==> config.mk <==
export PLATFORM = sky130hd
export DESIGN_NAME = heapsort_duplicate_check
export DESIGN_NICKNAME = d
export VERILOG_FILES = /design/src/hdc_pkg.sv /design/src/hdc_datapath.sv /design/src/hdc_ctrl.sv /design/src/heapsort_duplicate_check.sv
export VERILOG_INCLUDE_DIRS = /design/src /design/src/src
export SDC_FILE = /design/constraint.sdc
export NUM_CORES = 2
export LEC_CHECK = 0
export BUFFER_PORTS_ARGS = -buffer_cell sky130_fd_sc_hd__buf_4
export CAP_MARGIN = 20
export CORE_ASPECT_RATIO = 1.5
export CORE_UTILIZATION = 65
export CTS_CLUSTER_SIZE = 16
export DETAILED_ROUTE_END_ITERATION = 12
export PLACE_DENSITY_LB_ADDON = 0.15
export SLEW_MARGIN = 20
export SYNTH_ARGS = -nofsm -noshare
export SYNTH_HDL_FRONTEND = slang
export SYNTH_SLANG_ARGS = --single-unit
==> constraint.sdc <==
create_clock -name clk -period 13.7 [get_ports clk]
set_clock_uncertainty 0.1 [all_clocks]
set_input_delay 2.74 -clock clk [delete_from_list [all_inputs] [get_ports clk]]
set_output_delay 2.74 -clock clk [all_outputs]
set_load 0.01 [all_outputs]
==> src/heapsort_duplicate_check_assert.svh <==
// Assertion helpers for the heapsort duplicate check block.
// Each check is sampled on the rising clock edge and is off while reset is low.
// Defining SYNTH turns every check into nothing.
`ifndef HEAPSORT_DUPLICATE_CHECK_ASSERT_SVH
`define HEAPSORT_DUPLICATE_CHECK_ASSERT_SVH

`ifndef SYNTH

// Same-cycle implication.
`define HDC_ASSERT_IMPL(label, clk, rst_n, ante, cons) \
  label: assert property (@(posedge clk) disable iff (!rst_n) (ante) |-> (cons)) \
    else $error("hdc check failed");

// Next-cycle implication.
`define HDC_ASSERT_NEXT(label, clk, rst_n, ante, cons) \
  label: assert property (@(posedge clk) disable iff (!rst_n) (ante) |=> (cons)) \
    else $error("hdc check failed");

`else

`define HDC_ASSERT_IMPL(label, clk, rst_n, ante, cons)
`define HDC_ASSERT_NEXT(label, clk, rst_n, ante, cons)

`endif

`endif

==> src/hdc_pkg.sv <==
`default_nettype none

package hdc_pkg;

  localparam int ORD_W = 32;

  // One request on the input channel
  typedef struct packed {
    logic [ORD_W-1:0] ordinal_value;
    logic             set_last;
  } in_item_t;

  // One result on the output channel
  typedef struct packed {
    logic [ORD_W-1:0] sorted_value;
    logic             equals_previous;
    logic             any_duplicate;
    logic             overflowed;
    logic             result_last;
  } out_item_t;

  // Controller to datapath commands
  typedef struct packed {
    logic load;      // store accepted request
    logic bld_init;  // i = n/2, clear emit state
    logic bld_rd;    // read entry i-1
    logic bld_go;    // start sift of entry i-1 over n entries
    logic sf_left;   // read left child, or park value if no child
    logic sf_right;  // save left value, read right child
    logic sf_cmp;    // compare, move bigger child up or park value
    logic ext_init;  // i = n-1
    logic ext_rd0;   // read root
    logic ext_rdi;   // save root, read entry i
    logic ext_go;    // root to entry i, sift old entry i from root
    logic i_dec;     // i = i-1
    logic emit_rd;   // read entry k
    logic emit_ld;   // load output register with entry k
  } cmd_t;

  // Datapath to controller status
  typedef struct packed {
    logic n_small;    // fewer than two stored values
    logic left_ok;    // left child lies inside the heap
    logic stop;       // sifted value is not below its bigger child
    logic i_one;      // loop index is one
    logic emit_last;  // entry k is the last of the set
    logic out_free;   // output register can take a result
  } sts_t;

endpackage

`default_nettype wire

==> src/hdc_datapath.sv <==
`default_nettype none

module hdc_datapath
  import hdc_pkg::*;
#(
  parameter int MAX_ITEMS = 64
) (
  input  wire logic      clk,
  input  wire logic      rst_n,
  input  wire cmd_t      cmd_i,
  output sts_t           sts_o,
  input  wire in_item_t  in_item_i,
  input  wire logic      out_ready_i,
  output logic           out_valid_o,
  output out_item_t      out_item_o
);

  `include "heapsort_duplicate_check_assert.svh"

  localparam int AW = $clog2(MAX_ITEMS);
  localparam int CW = $clog2(MAX_ITEMS + 1);
  localparam int XW = AW + 2;

  // Value store, one write and one registered read per cycle
  logic [ORD_W-1:0] mem [2**AW];
  logic [ORD_W-1:0] rdata_r;
  logic [AW-1:0]    raddr;
  logic             we;
  logic [AW-1:0]    waddr;
  logic [ORD_W-1:0] wdata;

  logic [CW-1:0]    cnt_r, cnt_nxt;
  logic             ovf_r, ovf_nxt;
  logic [AW-1:0]    i_r, i_nxt;
  logic [AW-1:0]    node_r, node_nxt;
  logic [CW-1:0]    size_r, size_nxt;
  logic [ORD_W-1:0] v_r, v_nxt;
  logic [ORD_W-1:0] lval_r, lval_nxt;
  logic             hasr_r, hasr_nxt;
  logic [AW-1:0]    k_r, k_nxt;
  logic [ORD_W-1:0] prev_r, prev_nxt;
  logic             dup_r, dup_nxt;
  logic             out_valid_r, out_valid_nxt;
  out_item_t        out_r, out_nxt;

  logic [XW-1:0]    left;
  logic [XW-1:0]    right;
  logic             big_gt;
  logic [ORD_W-1:0] big_val;
  logic [AW-1:0]    big_idx;
  logic             stop;
  logic             emit_last;
  logic             eq;
  logic             cnt_full;

  // Heap navigation and child compare
  always_comb begin
    left      = {1'b0, node_r, 1'b1};
    right     = left + XW'(1);
    big_gt    = hasr_r && (rdata_r > lval_r);
    big_val   = big_gt ? rdata_r : lval_r;
    big_idx   = big_gt ? right[AW-1:0] : left[AW-1:0];
    stop      = (v_r >= big_val);
    emit_last = ((CW'(k_r) + CW'(1)) == cnt_r);
    eq        = (k_r != '0) && (rdata_r == prev_r);
    cnt_full  = (cnt_r == CW'(MAX_ITEMS));
  end

  // Status to controller
  always_comb begin
    sts_o.n_small   = (cnt_r < CW'(2));
    sts_o.left_ok   = (left < XW'(size_r));
    sts_o.stop      = stop;
    sts_o.i_one     = (i_r == AW'(1));
    sts_o.emit_last = emit_last;
    sts_o.out_free  = !out_valid_r || out_ready_i;
  end

  // Read address select
  always_comb begin
    raddr = '0;
    if (cmd_i.bld_rd) begin
      raddr = i_r - AW'(1);
    end else if (cmd_i.sf_left) begin
      raddr = left[AW-1:0];
    end else if (cmd_i.sf_right) begin
      raddr = right[AW-1:0];
    end else if (cmd_i.ext_rd0) begin
      raddr = '0;
    end else if (cmd_i.ext_rdi) begin
      raddr = i_r;
    end else if (cmd_i.emit_rd) begin
      raddr = k_r;
    end
  end

  // Write port select
  always_comb begin
    we    = 1'b0;
    waddr = node_r;
    wdata = v_r;
    if (cmd_i.load && !cnt_full) begin
      we    = 1'b1;
      waddr = cnt_r[AW-1:0];
      wdata = in_item_i.ordinal_value;
    end else if (cmd_i.sf_left && !sts_o.left_ok) begin
      we = 1'b1;
    end else if (cmd_i.sf_cmp) begin
      we    = 1'b1;
      wdata = stop ? v_r : big_val;
    end else if (cmd_i.ext_go) begin
      we    = 1'b1;
      waddr = i_r;
      wdata = lval_r;
    end
  end

  always_ff @(posedge clk) begin
    if (we) begin
      mem[waddr] <= wdata;
    end
    rdata_r <= mem[raddr];
  end

  // Next-state logic of the datapath registers
  always_comb begin
    cnt_nxt       = cnt_r;
    ovf_nxt       = ovf_r;
    i_nxt         = i_r;
    node_nxt      = node_r;
    size_nxt      = size_r;
    v_nxt         = v_r;
    lval_nxt      = lval_r;
    hasr_nxt      = hasr_r;
    k_nxt         = k_r;
    prev_nxt      = prev_r;
    dup_nxt       = dup_r;
    out_nxt       = out_r;
    out_valid_nxt = out_valid_r && !out_ready_i;

    if (cmd_i.load) begin
      if (cnt_full) begin
        ovf_nxt = 1'b1;
      end else begin
        cnt_nxt = cnt_r + CW'(1);
      end
    end
    if (cmd_i.bld_init) begin
      i_nxt   = AW'(cnt_r >> 1);
      k_nxt   = '0;
      dup_nxt = 1'b0;
    end
    if (cmd_i.bld_go) begin
      v_nxt    = rdata_r;
      node_nxt = i_r - AW'(1);
      size_nxt = cnt_r;
    end
    if (cmd_i.sf_right) begin
      lval_nxt = rdata_r;
      hasr_nxt = (right < XW'(size_r));
    end
    if (cmd_i.sf_cmp && !stop) begin
      node_nxt = big_idx;
    end
    if (cmd_i.ext_init) begin
      i_nxt = AW'(cnt_r - CW'(1));
    end
    if (cmd_i.ext_rdi) begin
      lval_nxt = rdata_r;
    end
    if (cmd_i.ext_go) begin
      v_nxt    = rdata_r;
      node_nxt = '0;
      size_nxt = CW'(i_r);
    end
    if (cmd_i.i_dec) begin
      i_nxt = i_r - AW'(1);
    end
    if (cmd_i.emit_ld) begin
      out_nxt.sorted_value    = rdata_r;
      out_nxt.equals_previous = eq;
      out_nxt.any_duplicate   = emit_last && (dup_r || eq);
      out_nxt.overflowed      = ovf_r;
      out_nxt.result_last     = emit_last;
      out_valid_nxt           = 1'b1;
      prev_nxt                = rdata_r;
      dup_nxt                 = dup_r || eq;
      k_nxt                   = k_r + AW'(1);
      if (emit_last) begin
        cnt_nxt = '0;
        ovf_nxt = 1'b0;
      end
    end
  end

  // Control registers
  always_ff @(posedge clk) begin
    if (!rst_n) begin
      cnt_r       <= '0;
      ovf_r       <= 1'b0;
      out_valid_r <= 1'b0;
    end else begin
      cnt_r       <= cnt_nxt;
      ovf_r       <= ovf_nxt;
      out_valid_r <= out_valid_nxt;
    end
  end

  // Working and payload registers
  always_ff @(posedge clk) begin
    i_r    <= i_nxt;
    node_r <= node_nxt;
    size_r <= size_nxt;
    v_r    <= v_nxt;
    lval_r <= lval_nxt;
    hasr_r <= hasr_nxt;
    k_r    <= k_nxt;
    prev_r <= prev_nxt;
    dup_r  <= dup_nxt;
    out_r  <= out_nxt;
  end

  assign out_valid_o = out_valid_r;
  assign out_item_o  = out_r;

  // Checks
  `HDC_ASSERT_IMPL(a_cnt_range, clk, rst_n, 1'b1, cnt_r <= CW'(MAX_ITEMS))
  `HDC_ASSERT_IMPL(a_ovf_full, clk, rst_n, ovf_r, cnt_full)
  `HDC_ASSERT_NEXT(a_sift_down, clk, rst_n, cmd_i.sf_cmp && !stop, node_r > $past(node_r))

endmodule

`default_nettype wire

==> src/hdc_ctrl.sv <==
`default_nettype none

module hdc_ctrl
  import hdc_pkg::*;
(
  input  wire logic clk,
  input  wire logic rst_n,
  input  wire logic in_valid_i,
  input  wire logic in_last_i,
  output logic      in_ready_o,
  input  wire sts_t sts_i,
  output cmd_t      cmd_o
);

  localparam logic [3:0] ST_LOAD  = 4'd0;
  localparam logic [3:0] ST_START = 4'd1;
  localparam logic [3:0] ST_BRD   = 4'd2;
  localparam logic [3:0] ST_BGO   = 4'd3;
  localparam logic [3:0] ST_SFL   = 4'd4;
  localparam logic [3:0] ST_SFR   = 4'd5;
  localparam logic [3:0] ST_SFC   = 4'd6;
  localparam logic [3:0] ST_NXT   = 4'd7;
  localparam logic [3:0] ST_XR0   = 4'd8;
  localparam logic [3:0] ST_XRI   = 4'd9;
  localparam logic [3:0] ST_XGO   = 4'd10;
  localparam logic [3:0] ST_ERD   = 4'd11;
  localparam logic [3:0] ST_ELD   = 4'd12;

  logic [3:0] state_r, state_nxt;
  logic       extract_r, extract_nxt;  // 0: heap build, 1: root extraction

  // Sequencer
  always_comb begin
    state_nxt   = state_r;
    extract_nxt = extract_r;
    cmd_o       = '0;
    in_ready_o  = 1'b0;
    case (state_r)
      ST_LOAD: begin
        in_ready_o = 1'b1;
        if (in_valid_i) begin
          cmd_o.load = 1'b1;
          if (in_last_i) begin
            state_nxt = ST_START;
          end
        end
      end
      ST_START: begin
        cmd_o.bld_init = 1'b1;
        extract_nxt    = 1'b0;
        state_nxt      = sts_i.n_small ? ST_ERD : ST_BRD;
      end
      ST_BRD: begin
        cmd_o.bld_rd = 1'b1;
        state_nxt    = ST_BGO;
      end
      ST_BGO: begin
        cmd_o.bld_go = 1'b1;
        state_nxt    = ST_SFL;
      end
      ST_SFL: begin
        cmd_o.sf_left = 1'b1;
        state_nxt     = sts_i.left_ok ? ST_SFR : ST_NXT;
      end
      ST_SFR: begin
        cmd_o.sf_right = 1'b1;
        state_nxt      = ST_SFC;
      end
      ST_SFC: begin
        cmd_o.sf_cmp = 1'b1;
        state_nxt    = sts_i.stop ? ST_NXT : ST_SFL;
      end
      ST_NXT: begin
        if (!extract_r) begin
          if (sts_i.i_one) begin
            cmd_o.ext_init = 1'b1;
            extract_nxt    = 1'b1;
            state_nxt      = ST_XR0;
          end else begin
            cmd_o.i_dec = 1'b1;
            state_nxt   = ST_BRD;
          end
        end else begin
          if (sts_i.i_one) begin
            state_nxt = ST_ERD;
          end else begin
            cmd_o.i_dec = 1'b1;
            state_nxt   = ST_XR0;
          end
        end
      end
      ST_XR0: begin
        cmd_o.ext_rd0 = 1'b1;
        state_nxt     = ST_XRI;
      end
      ST_XRI: begin
        cmd_o.ext_rdi = 1'b1;
        state_nxt     = ST_XGO;
      end
      ST_XGO: begin
        cmd_o.ext_go = 1'b1;
        state_nxt    = ST_SFL;
      end
      ST_ERD: begin
        cmd_o.emit_rd = 1'b1;
        state_nxt     = ST_ELD;
      end
      ST_ELD: begin
        // keep the read address so the data holds while stalled
        cmd_o.emit_rd = 1'b1;
        if (sts_i.out_free) begin
          cmd_o.emit_ld = 1'b1;
          state_nxt     = sts_i.emit_last ? ST_LOAD : ST_ERD;
        end
      end
      default: begin
        state_nxt = ST_LOAD;
      end
    endcase
  end

  always_ff @(posedge clk) begin
    if (!rst_n) begin
      state_r   <= ST_LOAD;
      extract_r <= 1'b0;
    end else begin
      state_r   <= state_nxt;
      extract_r <= extract_nxt;
    end
  end

endmodule

`default_nettype wire

==> src/heapsort_duplicate_check.sv <==
`default_nettype none

// Collects up to MAX_ITEMS 32-bit ordinals, one request per cycle while the
// block is loading, and on the request marked set_last sorts them ascending
// by in-place heapsort, then streams them out with equal-to-previous flags;
// the last result also carries the any-duplicate flag. Requests past capacity
// are dropped and flagged as overflowed. The store is a single memory with one
// write and one registered read per cycle, so each sift level is done as a
// left read, a right read, then a compare and write. A set takes n/2 build
// steps and n-1 extraction steps. Results are emitted one at a time: each is
// read from the store and then loaded into the output register, waiting while
// that register is not free. No new set is accepted until the last result of
// the current set has been loaded into the output register.
module heapsort_duplicate_check
  import hdc_pkg::*;
#(
  parameter int MAX_ITEMS = 64
) (
  input  wire logic     clk,
  input  wire logic     rst_n,
  input  wire logic     in_valid,
  output logic          in_ready,
  input  wire in_item_t in_item,
  output logic          out_valid,
  input  wire logic     out_ready,
  output out_item_t     out_item
);

  cmd_t cmd;
  sts_t sts;

  hdc_ctrl u_ctrl (
    .clk        (clk),
    .rst_n      (rst_n),
    .in_valid_i (in_valid),
    .in_last_i  (in_item.set_last),
    .in_ready_o (in_ready),
    .sts_i      (sts),
    .cmd_o      (cmd)
  );

  hdc_datapath #(
    .MAX_ITEMS (MAX_ITEMS)
  ) u_datapath (
    .clk         (clk),
    .rst_n       (rst_n),
    .cmd_i       (cmd),
    .sts_o       (sts),
    .in_item_i   (in_item),
    .out_ready_i (out_ready),
    .out_valid_o (out_valid),
    .out_item_o  (out_item)
  );

endmodule

`default_nettype wire
==> results.toml <==
[status]
status = "finished clean"

[yosys]
synth_nets = 4713
yosysTopAreaCell = "edfxtp_1"
yosysTopAreaCellShare_pct = 73.8
yosys_warnings = 0
synth_edf_count = 2168
synth_compound_area_share_pct = 5.10
synth_area_per_cell_sq_um = 19.2
synth_area_leaders = "edfxtp_1 (74%), mux4_2 (11%), ha_1 (1.2%)"
synth_xor_area_share_pct = 0.646
yosys_register_bits = 2221
yosys_most_used_dff = "edfxtp_1"
async_reset_ff_share_pct = 0
syn_inst = 4589
synth_top_family_by_area = "multiplexers"
synth_cell_type_count = 71
synth-simple-area-share_pct = 4.08
ys_seq_area_share_pct = 75.0
muxShareOfSynthArea_pct = 12.2
synth_fa_ha_area_share_pct = 1.23
syn_area_sq_mm = 0.0882

[routing]
postRouteAntennaNets = 0
post_drt_wl_per_cell_um = 36.6
dr.pass1.iters = 8
drt_wl_total_um = 244000
remaining_drc_errors = 0
vias = 48800
drtIter0Drc = 6781
vias_per_cell = 7.32

[setup_path]
end_kind = "flip-flop"
slowest_stage = "nor2b_4"
slowest_delay_ns = 0.81
crit_chain = "ha_1, a21oi_1, o21ai_0, a221o_1, a211o_1, o21ai_4, buf_4, mux2i_1, ha_1, a21o_1, a21oi_1, o221ai_1, a2111o_1, a211oi_1, buf_4, nor2b_4, nand2_1, a31oi_4, buf_4"
crit_path_frequent_cell = "buf_4"
reg2regPathDepth = 19
crit_type = "reg -> reg"
path_depth = 19
critPathTopFamily = "compound AO/OA/AOI/OAI gates"
critPathMaxFanout = 64
start_kind = "flip-flop"
cp.required_ns = 14.11
cp.arrival_ns = 7.97
path_buf_inv = 3

[placement]
routabilityCongestion = 0.964
portBuffers = 74
dp_hpwl_um = 133000
placed_area_sq_mm = 0.0919

[clocking]
cts_tree = "yes"
cts-root-buf = "clkbuf_16"
cts-resized-gates = 0
htreeDepth = 4
numClockSinks = 2221
cts.reportedPaths.clkPinSlew_ns = 0.07
ctsHoldBuffers = 0
cts_buffer_depth = 3
cts_setup_buffers = 0
clk_latency_ns = 0.85
cts_buffers = 191

[cells_and_area]
nFillCells = 7649
syn_to_final_growth_pct = 11.2
nNetsFinal = 4874
drive_gt1_share_pct = 22.0
design_area_sq_mm = 0.0981

[job]
cap_viol_max_count = 0

[sta]
hold_viol_final = 0
min_period_ns = 7.55
max_slew_margin_pct = 14.5
fin_crit_sh_pct = 55.1
finalSetupViolCount = 0
holdWs_ns = 0.349
max_freq_mhz = 132
tightest_slew_ns = 1.28
report.final.slew_viol_count = 0
rsz0062_at_grt = "false"
fin_setup_tns_ns = 0

[die]
die_x_um = 303
start_util_pct = 65.5
die_area_sq_mm = 0.137
ios = 75
die_h_um = 453
placementRows = 165
coreArea_sq_mm = 0.135

[global_routing]
grt_use_total_pct = 36.2
met1_usage_pct = 46.6
gr-total-overflow = 0
use_met2_pct = 57.9
busiest_layer = "met2"
grt_pass1_wl_um = 345000
grt_max_degree = 132
use_met3_pct = 7.43
antenna_found_initial = 18
grt_pass1_vias = 48000

[power_and_ir_drop]
power.leakage_nw = 30.9
powerDensity_mw_per_mm2 = 211
peakVddDrop_v = 0.000162

[min_path]
hp-class = "reg -> reg"
holdPathStages = 0
[cell usage after synthesis (36+ instances only)]
cell          n
a2111oi_0    95
a211oi_1     44
a21oi_1      82
a22oi_1      36
a31oi_1      37
and2_1       53
buf_2        46
clkbuf_1    163
dfxtp_1      53
edfxtp_1   2168
ha_1         87
inv_1        59
mux2i_1      71
mux4_2      446
nand2_1     209
nor2_1      126
nor2b_1      78
nor3_1      107
o21ai_0      61
o22ai_1     130
xnor2_1      44
[placed cells by master (no fill, tap or decap), types with 9 or more instances in the layout]
cell and n:
a31oi_4 32, a221oi_1 33, nand4_1 29, nor2b_1 76, buf_4 235, bufinv_16 16
nor3_1 44, nand3_1 28, inv_1 59, clkbuf_16 195, ha_1 87, nand2_1 207
o311ai_0 32, and2_0 16, nor2_1 118, edfxtp_1 2168, mux2i_1 71, nor3_2 63
mux4_2 446, a2111oi_0 95, a22oi_1 36, a32oi_1 31, o22ai_1 129, o21a_1 11
clkinv_2 30, a21oi_1 81, a21o_1 9, clkinv_1 42, dfxtp_1 53, clkbuf_1 44
and2_1 52, o21ai_0 61, a211oi_1 42, xor2_1 21, and3_1 35, xnor2_1 44
[final cells by class]
class	count	area, sq um	share of cell area (%)
Clock inverter	109	1040	1.06
Tap cell	1753	2190	2.24
Clock buffer	241	5070	5.17
Timing Repair Buffer	240	1860	1.90
Inverter	60	225	0.230
Antenna cell	5	12.5	0.0128
Sequential cell	2221	66200	67.5
Multi-Input combinational cell	2036	21500	21.9
[cells by family (layout without fill, tap and decap cells)]
logic type,Yosys count,after routing
other,0,5
adder cells (fa/ha/maj),87,87
multiplexers,519,519
flip-flops,2221,2221
AND/OR/NAND/NOR,727,727
XOR/XNOR,65,65
buffers and inverters,332,650
AO/OA/AOI/OAI,638,638
[path summary, 6_finish.rpt]
path	start	endpoint	slack [ns]
setup / recovery	u_datapath.rdata_r[17]$_DFF_P_	u_datapath.mem[53][22]$_DFFE_PP_	6.15
setup reg to reg	u_datapath.rdata_r[17]$_DFF_P_	u_datapath.mem[53][22]$_DFFE_PP_	6.15
hold / removal	u_datapath.ovf_r$_SDFF_PN0_	u_datapath.out_item_o[1]$_DFFE_PP_	0.35
hold reg to reg	u_datapath.ovf_r$_SDFF_PN0_	u_datapath.out_item_o[1]$_DFFE_PP_	0.35
[power breakdown]
part | internal (mW) | leakage (nW) | total (mW) | switching [mW]
Sequential | 8.89 | 19.9 | 9.14 | 0.242
Combinational | 1.90 | 8.04 | 6.22 | 4.32
Clock | 2.93 | 2.97 | 5.34 | 2.41
Total | 13.7 | 30.9 | 20.7 | 6.97
[sequential cells by signal (all words and copies together) (netlist names), 7 cells and up]
signal,flops
u_datapath.mem,2048
u_datapath.prev_r,32
u_datapath.cnt_r,7
u_datapath.size_r,7
u_datapath.rdata_r,32
u_datapath.lval_r,32
u_datapath.v_r,32
[through the flow]
stage / std cells / power (mW) / setup slack (ns) / utilization, %
global route: 6661 / 21.2 / 5.87 / 72.8
floorplan: 4589 / 12.9 / 5.93 / -
detailed placement: 6310 / 15.3 / 6.31 / 68.3
CTS: 6660 / 20.6 / 6.22 / 72.8
finish: 6665 / 20.7 / 6.15 / 72.8
global placement: 6310 / 15.2 / 6.39 / 68.3
[metal layers]
metal,part of all wire (%),up-vias
met1,33,25000
met2,49,3702
met3,11,715
li1,-,19300
met4,6.3,10
met5,0.025,-
(Power assumes the default switching activity.)
